File: config.mk
export PLATFORM = sky130hd
export DESIGN_NAME = sn_ctrl
export DESIGN_NICKNAME = d
export VERILOG_FILES = /design/src/sn_pkg.sv /design/src/sn_ctrl.sv
export SDC_FILE = /design/constraint.sdc
export NUM_CORES = 1
export LEC_CHECK = 0
export ABC_AREA = 1
export BUFFER_PORTS_ARGS = -buffer_cell sky130_fd_sc_hd__buf_2
export CAP_MARGIN = 20
export CORE_MARGIN = 1
export CORE_UTILIZATION = 56
export DETAILED_ROUTE_END_ITERATION = 8
export HOLD_SLACK_MARGIN = 0.03
export PLACE_DENSITY_LB_ADDON = 0.12
export SYNTH_ARGS = -nofsm -noshare
export SYNTH_HDL_FRONTEND = slang
export SYNTH_SLANG_ARGS = --single-unit
File: constraint.sdc
create_clock -name clk -period 2.1 [get_ports clk]
set_input_delay 0.105 -clock clk [delete_from_list [all_inputs] [get_ports clk]]
set_output_delay 0.105 -clock clk [all_outputs]
set_load 0.02 [all_outputs]
File: src/sn_pkg.sv
package sn_pkg;

  localparam int DEPTH_DEF = 64;

  // Fixed datapath widths, sized for a store of DEPTH_DEF entries
  localparam int SCORE_W = 32;
  localparam int SUM_W   = 38;
  localparam int D_W     = 40;
  localparam int A_W     = 29;
  localparam int SQ_W    = 2 * A_W;
  localparam int Q_W     = 64;
  localparam int SH_W    = 5;
  localparam int NS_W    = 8;
  localparam int RES_W   = 48;

  localparam logic [1:0] MODE_NONE   = 2'd0;
  localparam logic [1:0] MODE_MINMAX = 2'd1;
  localparam logic [1:0] MODE_SUM    = 2'd2;
  localparam logic [1:0] MODE_ZSCORE = 2'd3;

  localparam logic [1:0] ST_OK    = 2'd0;
  localparam logic [1:0] ST_DEGEN = 2'd1;
  localparam logic [1:0] ST_TRUNC = 2'd2;

  typedef struct packed {
    logic signed [SCORE_W-1:0] score;
    logic                      last;
  } sn_in_t;

  typedef struct packed {
    logic signed [RES_W-1:0] norm_score;
    logic [1:0]              status;
    logic                    final_res;
  } sn_out_t;

  typedef struct packed {
    logic wr_en;
    logic first;
    logic acc1;
    logic accm;
    logic norm_step;
    logic accq;
    logic div_start;
    logic div_elem;
    logic sqrt_start;
    logic out_load;
    logic last_res;
    logic ovf;
  } sn_cmd_t;

  typedef struct packed {
    logic degen;
    logic norm_ok;
    logic div_done;
    logic sqrt_done;
  } sn_stat_t;

endpackage

File: src/sn_ctrl.sv
module sn_ctrl #(
  parameter int DEPTH = sn_pkg::DEPTH_DEF,
  localparam int ADDR_W = (DEPTH > 1) ? $clog2(DEPTH) : 1,
  localparam int CNT_W = $clog2(DEPTH + 1)
) (
  input  logic              clk,
  input  logic              rst_n,
  input  logic              in_valid,
  output logic              in_ready,
  input  logic              in_last,
  output logic              out_valid,
  input  logic              out_ready,
  input  logic              cfg_valid,
  output logic              cfg_ready,
  input  logic [1:0]        cfg_data,
  output logic [1:0]        mode,
  output sn_pkg::sn_cmd_t   cmd,
  output logic [ADDR_W-1:0] addr,
  output logic [CNT_W-1:0]  n,
  input  sn_pkg::sn_stat_t  st
);

  localparam logic [3:0] S_LOAD  = 4'd0;
  localparam logic [3:0] S_P1    = 4'd1;
  localparam logic [3:0] S_P2    = 4'd2;
  localparam logic [3:0] S_NORM  = 4'd3;
  localparam logic [3:0] S_P3    = 4'd4;
  localparam logic [3:0] S_VDIV  = 4'd5;
  localparam logic [3:0] S_VWAIT = 4'd6;
  localparam logic [3:0] S_SWAIT = 4'd7;
  localparam logic [3:0] S_OUT   = 4'd8;
  localparam logic [3:0] S_ODIV  = 4'd9;
  localparam logic [3:0] S_HOLD  = 4'd10;

  localparam logic [2:0] SETTLE = 3'd4;
  localparam logic [CNT_W-1:0] DEPTH_C = CNT_W'(DEPTH);

  logic [3:0]        state_r, state_nxt;
  logic [CNT_W-1:0]  cnt_r, cnt_nxt;
  logic [CNT_W-1:0]  n_r, n_nxt;
  logic [ADDR_W-1:0] idx_r, idx_nxt;
  logic [2:0]        sub_r, sub_nxt;
  logic              ovf_r, ovf_nxt;
  logic [1:0]        mode_r, mode_nxt;
  logic              at_settle, is_last, has_room;

  always_comb begin
    state_nxt = state_r;
    cnt_nxt   = cnt_r;
    n_nxt     = n_r;
    idx_nxt   = idx_r;
    sub_nxt   = sub_r;
    ovf_nxt   = ovf_r;
    mode_nxt  = mode_r;
    cmd       = '0;

    at_settle = (sub_r == SETTLE);
    is_last   = (CNT_W'(idx_r) == n_r - CNT_W'(1));
    has_room  = (cnt_r < DEPTH_C);

    cmd.first    = (idx_r == '0);
    cmd.ovf      = ovf_r;
    cmd.last_res = is_last;

    in_ready  = (state_r == S_LOAD);
    out_valid = (state_r == S_HOLD);
    cfg_ready = 1'b1;
    addr      = (state_r == S_LOAD) ? cnt_r[ADDR_W-1:0] : idx_r;

    if (cfg_valid) mode_nxt = cfg_data;

    unique case (state_r)
      S_LOAD: begin
        if (in_valid) begin
          if (has_room) begin
            cmd.wr_en = 1'b1;
            cnt_nxt   = cnt_r + CNT_W'(1);
          end else begin
            ovf_nxt = 1'b1;
          end
          if (in_last) begin
            n_nxt     = has_room ? cnt_r + CNT_W'(1) : cnt_r;
            idx_nxt   = '0;
            sub_nxt   = '0;
            state_nxt = S_P1;
          end
        end
      end
      S_P1: begin
        if (!at_settle) begin
          sub_nxt = sub_r + 3'd1;
        end else begin
          cmd.acc1 = 1'b1;
          sub_nxt  = '0;
          if (is_last) begin
            idx_nxt   = '0;
            state_nxt = (mode_r == sn_pkg::MODE_ZSCORE) ? S_P2 : S_OUT;
          end else begin
            idx_nxt = idx_r + ADDR_W'(1);
          end
        end
      end
      S_P2: begin
        if (!at_settle) begin
          sub_nxt = sub_r + 3'd1;
        end else begin
          cmd.accm = 1'b1;
          sub_nxt  = '0;
          if (is_last) begin
            idx_nxt   = '0;
            state_nxt = S_NORM;
          end else begin
            idx_nxt = idx_r + ADDR_W'(1);
          end
        end
      end
      S_NORM: begin
        // all deviations zero: skip straight to pass-through output
        if (st.degen) begin
          state_nxt = S_OUT;
        end else if (st.norm_ok) begin
          state_nxt = S_P3;
        end else begin
          cmd.norm_step = 1'b1;
        end
      end
      S_P3: begin
        if (!at_settle) begin
          sub_nxt = sub_r + 3'd1;
        end else begin
          cmd.accq = 1'b1;
          sub_nxt  = '0;
          if (is_last) begin
            idx_nxt   = '0;
            state_nxt = S_VDIV;
          end else begin
            idx_nxt = idx_r + ADDR_W'(1);
          end
        end
      end
      S_VDIV: begin
        cmd.div_start = 1'b1;
        state_nxt     = S_VWAIT;
      end
      S_VWAIT: begin
        if (st.div_done) begin
          cmd.sqrt_start = 1'b1;
          state_nxt      = S_SWAIT;
        end
      end
      S_SWAIT: begin
        if (st.sqrt_done) state_nxt = S_OUT;
      end
      S_OUT: begin
        if (!at_settle) begin
          sub_nxt = sub_r + 3'd1;
        end else if (mode_r != sn_pkg::MODE_NONE && !st.degen) begin
          cmd.div_start = 1'b1;
          cmd.div_elem  = 1'b1;
          state_nxt     = S_ODIV;
        end else begin
          cmd.out_load = 1'b1;
          state_nxt    = S_HOLD;
        end
      end
      S_ODIV: begin
        cmd.div_elem = 1'b1;
        if (st.div_done) begin
          cmd.out_load = 1'b1;
          state_nxt    = S_HOLD;
        end
      end
      S_HOLD: begin
        if (out_ready) begin
          sub_nxt = '0;
          if (is_last) begin
            cnt_nxt   = '0;
            ovf_nxt   = 1'b0;
            idx_nxt   = '0;
            state_nxt = S_LOAD;
          end else begin
            idx_nxt   = idx_r + ADDR_W'(1);
            state_nxt = S_OUT;
          end
        end
      end
      default: begin
        state_nxt = S_LOAD;
      end
    endcase
  end

  always_ff @(posedge clk) begin
    if (!rst_n) begin
      state_r <= S_LOAD;
      cnt_r   <= '0;
      n_r     <= '0;
      idx_r   <= '0;
      sub_r   <= '0;
      ovf_r   <= 1'b0;
      mode_r  <= sn_pkg::MODE_NONE;
    end else begin
      state_r <= state_nxt;
      cnt_r   <= cnt_nxt;
      n_r     <= n_nxt;
      idx_r   <= idx_nxt;
      sub_r   <= sub_nxt;
      ovf_r   <= ovf_nxt;
      mode_r  <= mode_nxt;
    end
  end

  assign mode = mode_r;
  assign n    = n_r;

endmodule

==> results.tsv <==
metric	value	unit
cts_tree	done	
leakage	1.41	nW
portBuffers	40	
fmax	509	MHz
multi_input_area	1450	um^2
die_h	66.1	um
hold_buffers	0	
cp.arrival	1.86	ns
wire_per_inst	11.7	um
grt_pass1_vias	2200	
crit_chain	nand2_2, nor2_1, inv_2, nor2_1, nand3_1, nand2_1, buf_2	
cts_setup_buffers	0	
synth_area_per_cell	6.05	um^2
synthMuxAreaShare	0	%
synth_cell_type_count	32	
ir_worst_vdd	1.03	mV
synth_compound_area_share	10.3	%
synth_warnings	0	
clk_pin_slew	0.07	ns
fp-row-count	22	
viasPerCell	5.21	
final_nets	438	
diodes	0	
dp_hpwl	4280	um
antenna_found_initial	0	
clock_path_buffers	2	
dieArea	4360	um^2
use_met3	6.72	%
use_met2	44.4	%
clockRootBuffer	clkbuf_8	
die_w	66.1	um
grt_max_degree	19	
busiest_layer	met2	
synth-xor-area-share	1.91	%
end_kind	output port	
crit_fanout	5	
cts_made_buffers	5	
final_core_util	68.8	%
syn-num-nets	398	
maxCapViolations	0	
place.gp.congestion	0.904	
fin_tns_setup	0	ns
power_density	1430	nW/um^2
setup_viol	0	
io_pins	42	
drt_iter0_markers	179	
p_int	1.77	mW
grt_pass1_wl	9580	um
synth_area	2300	um^2
finalHoldViolCount	0	
grt_overflow	0	
start_util	60.5	%
core-area	3800	um^2
required	2.00	ns
critPathKind	flip-flop to output port	
synthAdderAreaFrac	3.27	%
post-route-min-period	1.96	ns
crit_buf_inv	2	
min_period_over_period	93.5	%
finalMaxSlewViolations	0	
cp_top_family	simple AND/OR/NAND/NOR gates	
drc	0	
critPathSlowestCell	dfxtp_1	
nFillCells	373	
insertion_delay	0.29	ns
min_path_type	input pin to flip-flop	
critPathMostFrequentCell	nor2_1	
worstSetupStartpointType	flip-flop	
power_switching	1.96	mW
htree_levels	2	
rsz0062_at_grt	no	
p_clk_share	13.3	%
ys_top_cells_by_area	dfxtp_1 (26%), nand2_1 (19%), nor2_1 (8.5%)	
grtUsageTotal	28.6	%
final_layout_size_suffix_gt1_share	21.1	%
final.setup_skew	0.00597	ns
status	complete, no violations	
synthSimpleGateAreaFrac	47.0	%
synthesis.instances	380	
totalWireLength	5490	um
drt_pass1_iterations	6	
seq_area	602	um^2
comb_power_share	61.8	%
synth_area_leader_cell	dfxtp_1	
numClockSinks	30	
swShare	52.5	%
gr-usage-met1	39.8	%
pwr-share-seq	24.9	%
slowest_delay	0.47	ns
synth_top_family_by_area	simple AND/OR/NAND/NOR gates	
synth-seq-cells	30	
yosysTopAreaCellShare	26.1	%
ant_nets	0	
via_count	2444	
ys_seq_area_share	26.1	%
area_growth	13.7	%
==> through the flow <==
stage | area [um^2] | power [mW] | setup WS, ns | instances | hold WS (ns)
final | 2610 | 3.72 | 0.137 | 469 | 0.0444
after global routing | 2610 | 4.08 | 0.0271 | 469 | 0.0813
after CTS | 2610 | 3.70 | 0.00737 | 469 | 0.0417
after detailed placement | 2510 | 3.20 | 0.0292 | 461 | 0.337
after global placement | 2510 | 3.16 | 0.0846 | 461 | 0.330
after floorplan | 2300 | 2.75 | 0.213 | 380 | 0.240
==> area by class of cell <==
cell class	count	share of cell area, %
inverters	55	7.90
clock inverters	1	0.192
repair buffers	41	7.95
well taps	48	2.30
multi-input cells	287	55.3
flip-flops and latches	30	23.0
clock buffers	7	3.30
==> placed cells by master, fill, tap and decap left out, drive strengths merged <==
master,n
a21oi,18
buf,41
clkbuf,7
clkinv,2
conb,1
dfxtp,30
ha,6
inv,54
nand2,130
nand3,26
nand3b,2
nand4,1
nor2,61
nor3,10
o211ai,3
o21ai,23
o22ai,1
xnor2,2
xor2,3
==> synth_stat cells <==
cell type,n
nand3b_1,2
inv_2,10
nand2_1,117
ha_1,6
nand2_4,3
nor2_4,3
nor2_1,52
xnor2_1,2
buf_6,1
nand2_8,1
o22ai_1,1
nor2_8,3
inv_1,44
o21ai_1,2
xor2_1,3
nor3_2,1
clkinv_1,1
nand3_2,2
nand3_1,24
conb_1,1
o211ai_1,3
a21oi_1,17
nand2_2,9
buf_4,3
clkbuf_1,3
a21oi_2,1
nor3_1,9
buf_2,1
dfxtp_1,30
nand4_2,1
nor2_2,3
o21ai_0,21
==> flip-flops by register name (all words and copies together), names as in the netlist <==
signal,count
state_r,4
n,7
sub_r,3
mode,2
ovf_r,1
cnt_r,7
idx_r,6
==> repair_timing <==
item                                    CTS  global route
endpoints found under the hold margin     0             0
endpoints found under the setup margin    0            12
resized for setup                         0             4
==> power groups by stage <==
stage | combinational (mW) | sequential, mW | clock, mW
finish | 2.30 | 0.928 | 0.495
global route | 2.61 | 0.951 | 0.516
CTS | 2.28 | 0.922 | 0.496
detailed placement | 2.27 | 0.933 | 0
global placement | 2.24 | 0.920 | 0
floorplan | 1.84 | 0.907 | 0
==> routing by layer <==
layer,vias to the layer above,wire length [um]
met5,-,0
met4,0,56
met3,8,327
met2,78,2350
met1,1096,2760
li1,1262,-
==> worst paths after layout <==
path / startpoint / to / slack, ns / cells past startpoint
worst max register to register: n[0] / cnt_r[3] / 0.24 / 14
worst min register to register: ovf_r / ovf_r / 0.50 / 2
worst max-delay path: state_r[3] / cmd[5] / 0.14 / 7
worst min-delay path: cfg_data[0] / mode[0] / 0.04 / 3
==> logic make-up (layout without fill, tap and decap cells) <==
logic type                 Yosys count  after routing
other                                1              1
AOI/OAI and AO/OA                   45             45
DFF                                 30             30
adders and majority gates            6              6
and+or+nand+nor                    230            230
xor gates and xnor gates             5              5
buffers and inverters               63            104
==> worst min-delay path, stage by stage <==
cell and delay (ns):
buf_2 0.08, nor2_1 0.03, nor2_1 0.08
No activity file was read; power rests on OpenSTA's default activity.
